## src/design/agmu_fifo.sv

```systemverilog
`timescale 1ns / 1ps

// DEPTH must be a power of two, at least 2.
module agmu_fifo #(
  parameter int WIDTH = 8,
  parameter int DEPTH = 4
) (
  input  logic                         clk,
  input  logic                         rst,
  input  logic                         push,
  input  logic [WIDTH-1:0]             din,
  input  logic                         pop,
  output logic [WIDTH-1:0]             dout,
  output logic                         empty,
  output logic                         full,
  output logic [$clog2(DEPTH+1)-1:0]   count
);

  localparam int PTR_W = $clog2(DEPTH);

  logic [WIDTH-1:0] slots [DEPTH];
  logic [PTR_W-1:0] wr_ptr;
  logic [PTR_W-1:0] rd_ptr;
  logic             do_push;
  logic             do_pop;

  assign empty   = (count == '0);
  assign full    = (count == ($clog2(DEPTH+1))'(DEPTH));
  assign do_push = push && !full;
  assign do_pop  = pop && !empty;
  assign dout    = slots[rd_ptr];

  always_ff @(posedge clk) begin
    if (rst) begin
      wr_ptr <= '0;
      rd_ptr <= '0;
      count  <= '0;
    end else begin
      if (do_push) begin
        wr_ptr <= wr_ptr + 1'b1;
      end
      if (do_pop) begin
        rd_ptr <= rd_ptr + 1'b1;
      end
      case ({do_push, do_pop})
        2'b10:   count <= count + 1'b1;
        2'b01:   count <= count - 1'b1;
        default: count <= count;
      endcase
    end
  end

  always_ff @(posedge clk) begin
    if (do_push) begin
      slots[wr_ptr] <= din;
    end
  end

endmodule

```

## config.mk

```make
export PLATFORM = sky130hd
export DESIGN_NAME = agmu_fifo
export DESIGN_NICKNAME = d
export VERILOG_FILES = /design/src/design/agmu_fifo.sv
export SDC_FILE = /design/constraint.sdc
export NUM_CORES = 1
export LEC_CHECK = 0
export ABC_AREA = 1
export CAP_MARGIN = 25
export CORE_ASPECT_RATIO = 1.2
export CORE_UTILIZATION = 50
export DETAILED_ROUTE_END_ITERATION = 12
export DONT_BUFFER_PORTS = 1
export GPL_ROUTABILITY_DRIVEN = 1
export HOLD_SLACK_MARGIN = 0.06
export SLEW_MARGIN = 40
export SYNTH_ARGS = -nofsm -noshare
export SYNTH_HDL_FRONTEND = slang
export SYNTH_SLANG_ARGS = --single-unit
export TNS_END_PERCENT = 5
```

## constraint.sdc

```tcl
create_clock -name clk -period 1.9 [get_ports clk]
set_input_delay 0.095 -clock clk [delete_from_list [all_inputs] [get_ports clk]]
set_output_delay 0.095 -clock clk [all_outputs]
set_load 0.01 [all_outputs]
```

### Yosys cells after proc, flatten, opt, wreduce, memory -nomap -nowiden

Memory sizes are Yosys's and may differ from the RTL's. A register that Yosys moved wholly into a read port is not among the register bits.
Index checks and enable logic that the tools add are counted.

| storage, ports and cells | value |
|---|---|
| flip-flop bits (word level) | 7 |
| latch bits | 0 |
| memory bits (writable) | 32 |
| bits in read-only memories | 0 |
| bits of input ports | 12 |
| output and inout bits | 13 |
| memories | 1 |

| operators by class | value |
|---|---|
| $add $sub $neg | 4 |
| multipliers | 0 |
| div/mod/pow operators | 0 |
| magnitude comparators | 0 |
| equality and inequality tests | 3 |
| shift-type cells | 0 |
| mux-type cells | 5 |
| bitwise gates (word level) | 0 |
| reductions and logical operators | 6 |

Memory list:

| memory | words | width | rd ports | clocked after memory_dff | wr ports | line | text |
|---|---|---|---|---|---|---|---|
| slots | 4 | 8 | 1 | 1 | 1 | 21 | `logic [WIDTH-1:0] slots [DEPTH];` |

Operator list:

| operator | number |
|---|---|
| $pmux W3 S2 | 1 |
| $add A2 B1 Y2 const B | 2 |
| $mux W2 | 2 |
| $add A3 B1 Y3 const B | 1 |
| $eq A3 B3 Y1 const B | 1 |
| $logic_not A3 Y1 | 1 |
| $sub A3 B1 Y3 const B | 1 |
| $eq A2 B1 Y1 const B | 1 |
| $eq A2 B2 Y1 const B | 1 |
| $logic_and A1 B1 Y1 | 2 |
| $logic_not A1 Y1 | 2 |
| $mux W1 | 2 |
| $reduce_bool A2 Y1 | 1 |

### Depth between registers and ports, before layout

| depth | value |
|---|---|
| depth in word-level cells | 5 |
| gate-level depth with buffers | 13 |
| gate-level depth less buffers | 13 |

### Worst setup path after synthesis

No wires, ideal clock.

| timing path | value |
|---|---|
| path kind | register to register |
| start point | register count[0] |
| end point | register count[2] |
| arrival | 1670 ps |
| slack | 120 ps |
| cell stages (with the launch flop) | 14 |
| path buffers | 0 |
| clock period less this slack | 1780 ps |
| path through | dfxtp_1 inv_1 nand3_1 inv_1 nor2_1 ha_1 inv_1 fa_1 inv_1 nand2_1 nand3_1 nand2_1 inv_1 nor2_1 |

| on the way | value |
|---|---|
| longest elaborated chain between the ends | 5 |

Ends and longest elaborated chain:

| element | line | text |
|---|---|---|
| from (decl) | 16 | `output logic [$clog2(DEPTH+1)-1:0] count` |
| from (signal assigned) | 46 | `2'b10: count <= count + 1'b1;` |
| from (signal assigned) | 47 | `2'b01: count <= count - 1'b1;` |
| from (signal assigned) | 48 | `default: count <= count;` |
| $logic_not A3 Y1 (*) | 27 | `assign empty = (count == '0);` |
| via empty | 14 | `output logic empty,` |
| $logic_not A1 Y1 (*) | 30 | `assign do_pop = pop && !empty;` |
| $logic_and A1 B1 Y1 (*) | 30 |  |
| via do_pop | 25 | `logic do_pop;` |
| $eq A2 B1 Y1 or $eq A2 B2 Y1 (tied branches) | 45 | `case ({do_push, do_pop})` |
| $pmux W3 S2 or $reduce_bool A2 Y1 (tied branches) | - |  |

Mark *: on every way through the listed nets, which the timed path passes. The rest lies on a longest branch.
A chain may end at the register's enable or synchronous reset.

### Worst setup path in the final report

| timing path | value |
|---|---|
| start point | register count[2] |
| end point | register count[2] |

| on the way | value |
|---|---|
| longest elaborated chain between the ends | 5 |

Ends and longest elaborated chain:

| element | line |
|---|---|
| $logic_not A3 Y1 (*) | 27 |
| $logic_not A1 Y1 (*) | 30 |
| $logic_and A1 B1 Y1 (*) | 30 |
| via do_pop | 25 |
| $eq A2 B1 Y1 or $eq A2 B2 Y1 (tied branches) | 45 |
| $pmux W3 S2 or $reduce_bool A2 Y1 (tied branches) | - |

Marked as above.

==> results.json <==
{
  "outcome": "finished, final reports clean",
  "finalSetupViolations": 0,
  "ys_seq_area_share_pct": 67.7,
  "sequential_cell_area_um2": 1150,
  "cpPeakStageDelay_ns": 0.40,
  "worst_ir_drop_vdd_mv": 0.857,
  "area_share_of_the_largest_cell_type_after_synthesis_pct": 57.0,
  "wl_per_cell_um": 14.6,
  "critical-path-top-delay-family": "adder cells",
  "endpoint_kind": "flip-flop",
  "cts_made_buffers": 5,
  "critical_path_class": "flip-flop to flip-flop",
  "number_of_diodes": 0,
  "io_buffers": 0,
  "synthCells": 146,
  "yosysWarningCount": 0,
  "power_per_cell_area_nw_per_um2": 1250,
  "cp_slowest_cell": "dfxtp_4",
  "finalCritPeriodShare_pct": 94.7,
  "worstPathArrival_ns": 2.05,
  "cp-start-kind": "flip-flop",
  "finalNonFillerCells": 210,
  "final_net_count": 191,
  "flow.area_growth_from_synthesis_pct": 19.5,
  "number_of_placed_i_o_pins": 25,
  "critical_path_peak_fanout": 4,
  "worst_pin_slew_ns": 0.416,
  "max_cap_violations": 0,
  "place.gp.congestion": 0.737,
  "hpwl_um": 1950,
  "compound_gate_portion_of_the_synthesized_area_pct": 10.5,
  "route.detailed.drc": 0,
  "finalInstanceArea_um2": 2010,
  "antenna_left": 0,
  "yosys_register_bits": 41,
  "dr.first_iter.drc_count": 26,
  "clock_tree.htree_level_count": 2,
  "grt_start_max_net_pins": 17,
  "final_max_slew_viol_count": 0,
  "timing.slew.headroom_pct": 72.2,
  "via_count_of_the_first_global_routing_pass": 1100,
  "top_reg_cell_synth": "edfxtp_1",
  "muxShareOfSynthArea_pct": 0,
  "adder_cell_fraction_of_synth_area_pct": 4.90,
  "yosysUniqueCellTypes": 18,
  "static-leakage-power_nw": 0.786,
  "placed_cells": 190,
  "die_y_um": 65.6,
  "final.fill_count": 251,
  "post_synthesis_net_count": 164,
  "clock_path_buffers": 2,
  "syn-mean-instance-area_um2": 11.5,
  "setup_tns_ns": 0,
  "netlist_top_cells_area": "edfxtp_1, dfxtp_1, nor2_1",
  "async_set_reset_flop_share_out_of_synthesis_pct": 0,
  "share_of_synthesized_cell_area_in_and_or_nand_and_nor_gates_pct": 11.1,
  "die_area_um2": 3610,
  "yosys.area_share.xor_xnor_pct": 0,
  "drive_gt1_share_pct": 18.4,
  "cts_setup_buffers": 0,
  "tritoncts_clock_tree": "yes",
  "drt_pre_antenna_iters": 4,
  "start_util_pct": 53.7,
  "fmaxAchievable_ghz": 0.556,
  "x_dimension_of_the_die_um": 55,
  "finClkSkew_ns": 0.00807,
  "rows": 22,
  "totalPowerFinal_mw": 2.51,
  "cp_cell_sequence": "inv_1 -> nand3_2 -> inv_1 -> nor2_1 -> ha_2 -> inv_1 -> fa_2 -> inv_1 -> nand2_1 -> nand3_1 -> nand2_1 -> inv_1 -> nor2_1",
  "syn_area_um2": 1690,
  "cts.reportedPaths.clkPinSlew_ns": 0.11,
  "placement.cell_area_um2": 1780,
  "core_region_area_um2": 3140,
  "path_common_cell": "inv_1",
  "multiInputGateArea_um2": 464,
  "grt_remaining_overflow": 0,
  "final_cell_mix": "edfxtp_1, nor2_1, inv_1",
  "global_route_wire_length_before_repair_um": 4750,
  "period_minus_slack_ns": 1.80,
  "number_of_clock_sinks_seen_by_cts": 41,
  "worstHoldPathType": "input pin to flip-flop",
  "root_buffer_cell": "clkbuf_4",
  "worst_hold_slack_ns": 0.0861,
  "number_of_enable_type_register_cells_in_the_synthesized_netlist": 32,
  "count_of_final_hold_check_violations": 0,
  "synth_top_family_by_area": "simple AND/OR/NAND/NOR gates",
  "drt-total-wl_um": 3080,
  "detail_route.vias_per_cell": 5.31,
  "clk-insertion-delay-late_ns": 0.35,
  "critical_path_required_ns": 2.15,
  "gr-usage-all-layers_pct": 19.4,
  "antenna_found_initial": 0,
  "num_vias": 1115,
  "mostFrequentLayoutCell": "edfxtp_1",
  "netlist.top_cell.by_area": "edfxtp_1",
  "worstPathBufferInverterCount": 5
}
-- worst reg2reg max path: stages, from the launching register on --
cell	delay, ns
dfxtp_4	0.40
inv_1	0.07
nand3_2	0.06
inv_1	0.05
nor2_1	0.09
ha_2	0.19
inv_1	0.07
fa_2	0.36
inv_1	0.08
nand2_1	0.07
nand3_1	0.08
nand2_1	0.07
inv_1	0.07
nor2_1	0.05
-- through the flow --
step | worst slack (ns) | util, %
2_1_floorplan | 0.120 | -
3_3_place_gp | 0.191 | 56.8
3_5_place_dp | 0.0554 | 56.8
4_1_cts | 0.0548 | 63.4
5_1_grt | -0.0266 | 64.2
6_report | 0.101 | 64.2
-- power by group --
group	total [mW]	internal, mW	switching, mW	leakage (nW)
registers	1.19	1.10	0.0940	0.369
logic	0.737	0.283	0.454	0.371
clock network	0.583	0.314	0.269	0.0455
total	2.51	1.70	0.817	0.786
-- synth_stat cells, drive strengths merged (2+ instances only) --
| library cell | instances |
|---|---|
| a21oi | 6 |
| buf | 2 |
| dfxtp | 9 |
| edfxtp | 32 |
| ha | 5 |
| inv | 20 |
| nand2 | 11 |
| nand3 | 5 |
| nor2 | 27 |
| o21ai | 18 |
| o22ai | 8 |
-- cells by family (layout without fill, tap and decap cells) --
kind of cell,count (synthesis),in the layout
adders and majority gates,6,6
AOI/OAI and AO/OA,32,32
buffers and inverters,22,50
and+or+nand+nor,45,45
DFF,41,41
-- routing by layer --
layer | routed length (um) | global-route usage, % | share of wire, % | up-vias
met3 | 112 | 5.56 | 3.6 | 7
met5 | 0 | 0 | 0 | -
li1 | - | - | - | 557
met2 | 1600 | 33.1 | 52 | 28
met4 | 65 | 10.6 | 2.1 | 0
met1 | 1300 | 20.6 | 42 | 523
-- layout make-up --
class / count / share of cell area (%)
clock buffer: 7 / 2.73
tap: 36 / 2.24
timing repair buffer: 22 / 9.69
inverter: 20 / 3.73
clock inverter: 1 / 1.49
multi-input combinational: 83 / 23.0
sequential: 41 / 57.1
-- path summary, 6_finish.rpt --
check | from | endpoint | slack (ns) | cells after the start
setup / recovery | count[2] | count[2] | 0.10 | 13
hold reg to reg | rd_ptr[0] | rd_ptr[0] | 0.51 | 2
setup reg to reg | count[2] | count[2] | 0.10 | 13
hold / removal | push | count[0] | 0.09 | 3
-- what timing repair did --
item | 4_1_cts | 5_1_grt
endpoints found under the hold margin | 41 | 0
pin swaps | 0 | 0
setup endpoints to repair | 1 | 1
hold buffers | 12 | 0
gates resized for setup | 2 | 10
-- registers in the layout, indices dropped and copies added (netlist names), named ones only --
register,flops
count,3
rd_ptr,2
slots,32
wr_ptr,2
Note: power is estimated with default switching activity, not from simulation.
