## src/design/agmu_pkg.sv

```systemverilog
`timescale 1ns / 1ps

package agmu_pkg;

  // Field and register widths
  localparam int IDX_W       = 12;
  localparam int Q_W         = 32;
  localparam int MOM_W       = 17;
  localparam int LR_W        = 24;
  localparam int MIN_GAIN_W  = 17;
  localparam int CFG_DATA_W  = 24;
  localparam int CFG_INDEX_W = 2;

  // Default geometry of the embedding
  localparam int POINTS_DEFAULT = 2048;
  localparam int DIMS_DEFAULT   = 2;
  localparam int IDX_SPAN       = 1 << IDX_W;

  // Buffering
  localparam int QUEUE_DEPTH = 4;
  localparam int OUT_DEPTH   = 16;
  localparam int OUT_CNT_W   = $clog2(OUT_DEPTH + 1);

  // Register reset values, unsigned Q16.16
  localparam logic [MOM_W-1:0]      MOMENTUM_RESET      = 17'd32768;
  localparam logic [LR_W-1:0]       LEARNING_RATE_RESET = 24'd13107200;
  localparam logic [MIN_GAIN_W-1:0] MIN_GAIN_RESET      = 17'd655;

  // Gain adaptation constants, Q16.16
  localparam logic [Q_W-1:0] GAIN_ONE    = 32'h0001_0000;
  localparam logic [15:0]    GAIN_SHRINK = 16'd52429;
  localparam logic [Q_W-1:0] GAIN_GROW   = 32'd13107;
  localparam logic [15:0]    ROUND_HALF  = 16'h8000;

  typedef enum logic [CFG_INDEX_W-1:0] {
    REG_MOMENTUM      = 2'd0,
    REG_LEARNING_RATE = 2'd1,
    REG_MIN_GAIN      = 2'd2
  } reg_index_t;

  typedef struct packed {
    logic [IDX_W-1:0]        element_index;
    logic signed [Q_W-1:0]   gradient;
    logic signed [Q_W-1:0]   position;
  } in_item_t;

  typedef struct packed {
    logic [IDX_W-1:0]        out_index;
    logic signed [Q_W-1:0]   new_position;
    logic signed [Q_W-1:0]   new_increment;
  } out_item_t;

  // Classified request passed from the front to the back
  typedef struct packed {
    logic [IDX_W-1:0]        index;
    logic                    stored;
    logic                    grad_pos;
    logic                    grad_neg;
    logic [Q_W-1:0]          grad_mag;
    logic signed [Q_W-1:0]   position;
  } req_t;

  // One row of the per-element state memory
  typedef struct packed {
    logic [Q_W-1:0]          gain;
    logic signed [Q_W-1:0]   increment;
  } entry_t;

endpackage

```

## src/design/agmu_front.sv

```systemverilog
`timescale 1ns / 1ps

module agmu_front
  import agmu_pkg::*;
#(
  parameter int POINTS = POINTS_DEFAULT,
  parameter int DIMS   = DIMS_DEFAULT
) (
  input  logic     clk,
  input  logic     rst,
  input  logic     push,
  output logic     full,
  input  in_item_t item,
  input  logic     hold,
  output logic     q_push,
  output req_t     q_req,
  input  logic     q_full
);

  localparam int ELEMS = POINTS * DIMS;

  logic valid;
  req_t held;
  req_t sorted;
  logic take;

  assign full   = hold || (valid && q_full);
  assign take   = push && !full;
  assign q_push = valid && !q_full;
  assign q_req  = held;

  // Classify: tag elements that have a row in the state memory, split the gradient
  always_comb begin
    sorted.index    = item.element_index;
    sorted.stored   = 32'(item.element_index) < 32'(ELEMS);
    sorted.grad_neg = item.gradient[Q_W-1];
    sorted.grad_pos = !item.gradient[Q_W-1] && (item.gradient != '0);
    sorted.grad_mag = item.gradient[Q_W-1] ? Q_W'(-item.gradient) : Q_W'(item.gradient);
    sorted.position = item.position;
  end

  always_ff @(posedge clk) begin
    if (rst) begin
      valid <= 1'b0;
    end else if (take) begin
      valid <= 1'b1;
    end else if (q_push) begin
      valid <= 1'b0;
    end
  end

  always_ff @(posedge clk) begin
    if (take) begin
      held <= sorted;
    end
  end

endmodule

```

## config.mk

```make
export PLATFORM = sky130hd
export DESIGN_NAME = agmu_front
export DESIGN_NICKNAME = d
export VERILOG_FILES = /design/src/design/agmu_pkg.sv /design/src/design/agmu_front.sv
export SDC_FILE = /design/constraint.sdc
export NUM_CORES = 1
export LEC_CHECK = 0
export ABC_AREA = 1
export BUFFER_PORTS_ARGS = -buffer_cell sky130_fd_sc_hd__buf_2
export CORE_ASPECT_RATIO = 0.5
export CORE_MARGIN = 8
export CORE_UTILIZATION = 43
export DETAILED_ROUTE_END_ITERATION = 10
export PLACE_DENSITY_LB_ADDON = 0.25
export SLEW_MARGIN = 20
export SYNTH_ARGS = -nofsm -noshare
export SYNTH_HDL_FRONTEND = slang
export SYNTH_SLANG_ARGS = --single-unit
```

## constraint.sdc

```tcl
create_clock -name clk -period 6.6 [get_ports clk]
set_clock_uncertainty 0.15 [all_clocks]
set_input_delay 0.33 -clock clk [delete_from_list [all_inputs] [get_ports clk]]
set_output_delay 0.33 -clock clk [all_outputs]
set_load 0.01 [all_outputs]
```

* Word level (Yosys, flattened, before mapping)
Index checks and enable logic that the tools add are counted.
** Cells by class
- Add/sub/neg operators :: 1
- Muxes and demuxes :: 3
- Reductions and logical operators :: 10
** Operators with widths (number)
- negation 32 bit :: 1
- nonzero test 32 bit :: 1
- 2-to-1 mux 31 bit :: 1
- logical AND 1 bit :: 4
- logical NOT 1 bit :: 3
- 2-to-1 mux 1 bit :: 2
- nonzero test 2 bit :: 1
- logical OR 1 bit :: 1
** Storage, ports and cells
- Flip-flop bits (word level) :: 79
- Input port bits :: 81
- Output and inout bits :: 81
- Word-level logic and storage cells :: 21

* Depth between registers and ports, before layout
- Depth in word-level cells :: 5
- Mapped depth :: 9
- Mapped depth without buffers :: 9

* Least setup slack after synthesis
OpenSTA, ideal clock, no wires.
- Path kind :: in2reg
- From :: input port q_full
- To :: register held (netlist bit q_req[0]) (enable)
- Setup time :: 516 ps
- Data arrival time :: 4026 ps
- Required time :: 5934 ps
- Setup slack :: 1908 ps
- Stages on the path :: 4
- Buffers on the path :: 0
- Cells stage by stage :: nand2_1 inv_1 or2_2 nor2_1
** On the way
- Word-level cells in the longest chain between the ends :: 4
** Ends and longest elaborated chain
- start, declared :: RTL line agmu_front.sv:17 : input logic q_full
- logical AND 1 bit :: RTL line agmu_front.sv:27 : assign full = hold || (valid && q_full);
- logical OR 1 bit :: RTL line agmu_front.sv:27
- via full :: RTL line agmu_front.sv:12 : output logic full,
- logical NOT 1 bit :: RTL line agmu_front.sv:28 : assign take = push && !full;
- logical AND 1 bit :: RTL line agmu_front.sv:28
- via take :: RTL line agmu_front.sv:25 : logic take;
- end signal, assigned :: RTL line agmu_front.sv:54 : held <= sorted;
- end, declared :: RTL line agmu_front.sv:23 : req_t held;
The timed path passes the listed nets, and every way through them passes these cells.
A chain may end at the register's enable or synchronous reset.

* Worst setup path after layout
- From :: register valid
- To :: register held (netlist bit q_req[51]) (enable)
** On the way
- Word-level cells in the longest chain between the ends :: 4
** Ends and longest elaborated chain
- start, declared :: RTL line agmu_front.sv:22 : logic valid;
- start signal, assigned :: RTL line agmu_front.sv:44 : valid <= 1'b0;
- start signal, assigned :: RTL line agmu_front.sv:46 : valid <= 1'b1;
- start signal, assigned :: RTL line agmu_front.sv:48 : valid <= 1'b0;
- logical AND 1 bit :: RTL line agmu_front.sv:27
- logical OR 1 bit :: RTL line agmu_front.sv:27
- logical NOT 1 bit :: RTL line agmu_front.sv:28
- logical AND 1 bit :: RTL line agmu_front.sv:28
- via take :: RTL line agmu_front.sv:25
The timed path passes the listed nets, and every way through them passes these cells.

==> flow_metrics.tcl <==
set metrics [dict create \
    status "complete, no violations" \
    ctsRootBufferMaster "clkbuf_16" \
    dpl.hpwl_mm 6.93 \
    wl_mm 8.80 \
    grt-busiest-layer "met2" \
    async_flop_share_pct 0 \
    clock_sinks 79 \
    post_drt_wl_per_cell_um 14.6 \
    synth_top_area_share_pct 67.8 \
    rr_worst_depth 5 \
    endpoint_kind "flop" \
    fillers 692 \
    n_antenna_cell 0 \
    gr-usage-met3_pct 4.95 \
    grt_pass1_vias 2763 \
    place_congestion 0.819 \
    reg2reg_slack_ns 3.97 \
    avgSynthCellArea_um2 10.8 \
    cp_cell_sequence "nand2_1, inv_1, or2_2, nor2_4, buf_4" \
    rows 23 \
    antenna_left 0 \
    register_area_um2 2360 \
    grt_overflow 0 \
    use_met2_pct 27.5 \
    antenna_found_initial 0 \
    tightest_slew_ns 1.00 \
    hold_viol_final 0 \
    drtIter0Drc 164 \
    fin_util_pct 59.3 \
    hp-class "input port to flop" \
    post_cts_resized 0 \
    maxCapViolCount 0 \
    met1_usage_pct 18.0 \
    clkTransAtPathRegs_ns 0.06 \
    num_vias 2738 \
    core_area_um2 7910 \
    multi_input_area_um2 957 \
    hold-path-cell-count 1 \
    whs_endpoint "q_req[14]$_DFFE_PP_" \
    power.ir.vdd_worst_uv 168 \
    hold_ws_ns 0.0247 \
    die_h_um 79.4 \
    synth_most_common_cell "nand2_1" \
    cts.path.max_buffers 2 \
    drv_slew 0 \
    htreeDepth 3 \
    crit_type "flop to flop" \
    fin_crit_sh_pct 39.9 \
    cts_setup_buffers 0 \
    critPathSlowestCell "nor2_4" \
    ys_seq_area_share_pct 68.4 \
    rr_endpoint "q_req[51]$_DFFE_PP_" \
    die_w_um 143 \
    cts_tree "built" \
    numCtsBuffers 9 \
    initial_core_util_pct 43.7 \
    synth_area_leaders "edfxtp_1, nand2_1, nor2_1" \
    worstReg2RegStart "valid$_SDFFE_PP0P_" \
    min-delay-start "item[14]" \
    clock_latency_ns 0.33 \
    ys_warn_count 0 \
    die_area_um2 11300 \
    synth.distinct_cells 25 \
    postLayoutCellArea_um2 4700 \
    syn_area_um2 3460 \
    worst_ep_arrival_time_ns 2.45 \
    firstDrtPassIters 6 \
    syn_to_final_growth_pct 35.9 \
    nets 571 \
    syn_inst 320 \
    synthFlopType "edfxtp_1" \
    fin_tns_setup_ns 0 \
    leakage_nw 2.12 \
    slew_headroom_pct 32.9 \
    path_max_fanout 42 \
    synth_common_cells "nand2_1, edfxtp_1, nor2_1" \
    vias_per_cell 4.53 \
    port_buffers 160 \
    cp.required_ns 6.42 \
    fin_ws_ns 3.97 \
    setup.worst_path.start_class "flop" \
    syn-num-nets 403 \
    synth-seq-cells 79 \
    fmax_mhz 380 \
    finalWorstPathRequiredPeriod_ns 2.63 \
    hold_buffers 0 \
    drive_gt1_share_pct 38.6 \
    grt_pass1_wl_mm 13.8 \
    slowest_delay_ns 0.77 \
    place_area_um2 4380 \
    io_pins 162 \
    rsz0062_at_grt "no" \
    synth_edf_count 78 \
    dpl_worst_slack_ns 3.81 \
    drc 0 \
    finalSetupViolations 0 \
    grt_max_degree 43 \
    p_per_area_nw_per_um2 260 \
    track_usage_pct 15.8 \
    synth_area_leader_cell "edfxtp_1" \
]
[registers in the layout (all words and copies together) (netlist names)]
register  flops
q_req        78
valid         1
[cell usage in the layout (no fill, tap or decap), drive strengths merged, types with 2 or more instances in the layout]
master and instances:
buf 161, bufinv 2, clkbuf 9, clkinv 3, edfxtp 78, ha 2, inv 31, nand2 99
nand3 19, nand3b 2, nor2 54, o211ai 2, o21ai 10, xnor2 7, xor2 6
[power breakdown]
| group | switching, W | internal, W |
|---|---|---|
| combinational | 0.0000753 | 0.0000492 |
| sequential | 0.00000521 | 0.000582 |
| clock | 0.000183 | 0.000328 |
| total | 0.000264 | 0.000959 |
[how the worst max path moves through the flow]
| stage | from | end | cells after the start |
|---|---|---|---|
| floorplan | q_full | q_req[0]$_DFFE_PP_ | 4 |
| global placement | q_full | q_req[34]$_DFFE_PP_ | 6 |
| detailed placement | q_full | q_req[35]$_DFFE_PP_ | 6 |
| CTS | valid$_SDFFE_PP0P_ | q_req[59]$_DFFE_PP_ | 5 |
| global route | valid$_SDFFE_PP0P_ | q_req[33]$_DFFE_PP_ | 5 |
| finish | valid$_SDFFE_PP0P_ | q_req[51]$_DFFE_PP_ | 5 |
[worst max-delay path, delay by kind of cell, from the launching register on]
kind,cells,cell delay [ns]
and+or+nand+nor,3,1.12
DFF,1,0.31
buffers and inverters,2,0.65
[layer usage]
metal	part of all wire (%)	vias up
li1	-	1392
met1	42	1251
met2	49	84
met3	7.4	11
met4	1.4	0
met5	0	-
[logic make-up (layout without fill, tap and decap cells)]
family / Yosys count / after routing / synth area share [%]
and+or+nand+nor: 176 / 176 / 21.0
DFF: 79 / 79 / 68.4
buffers and inverters: 35 / 207 / 4.16
AOI/OAI and AO/OA: 14 / 14 / 2.35
xor gates and xnor gates: 13 / 13 / 3.29
adders and majority gates: 2 / 2 / 0.724
other: 1 / 1 / 0.109
[per-stage QoR]
stage          std cells  total power [W]
2_1_floorplan        320         0.000663
6_report             604          0.00122
3_5_place_dp         589         0.000724
4_1_cts              604          0.00124
3_3_place_gp         589         0.000721
5_1_grt              604          0.00128
[cell type report]
class | count | area share [%]
clock buffers | 9 | 4.80
clock inverters | 6 | 1.84
inverters | 31 | 2.48
multi-input cells | 206 | 20.4
flip-flops and latches | 79 | 50.3
well taps | 112 | 2.98
repair buffers | 161 | 17.2
(Power assumes the default switching activity.)
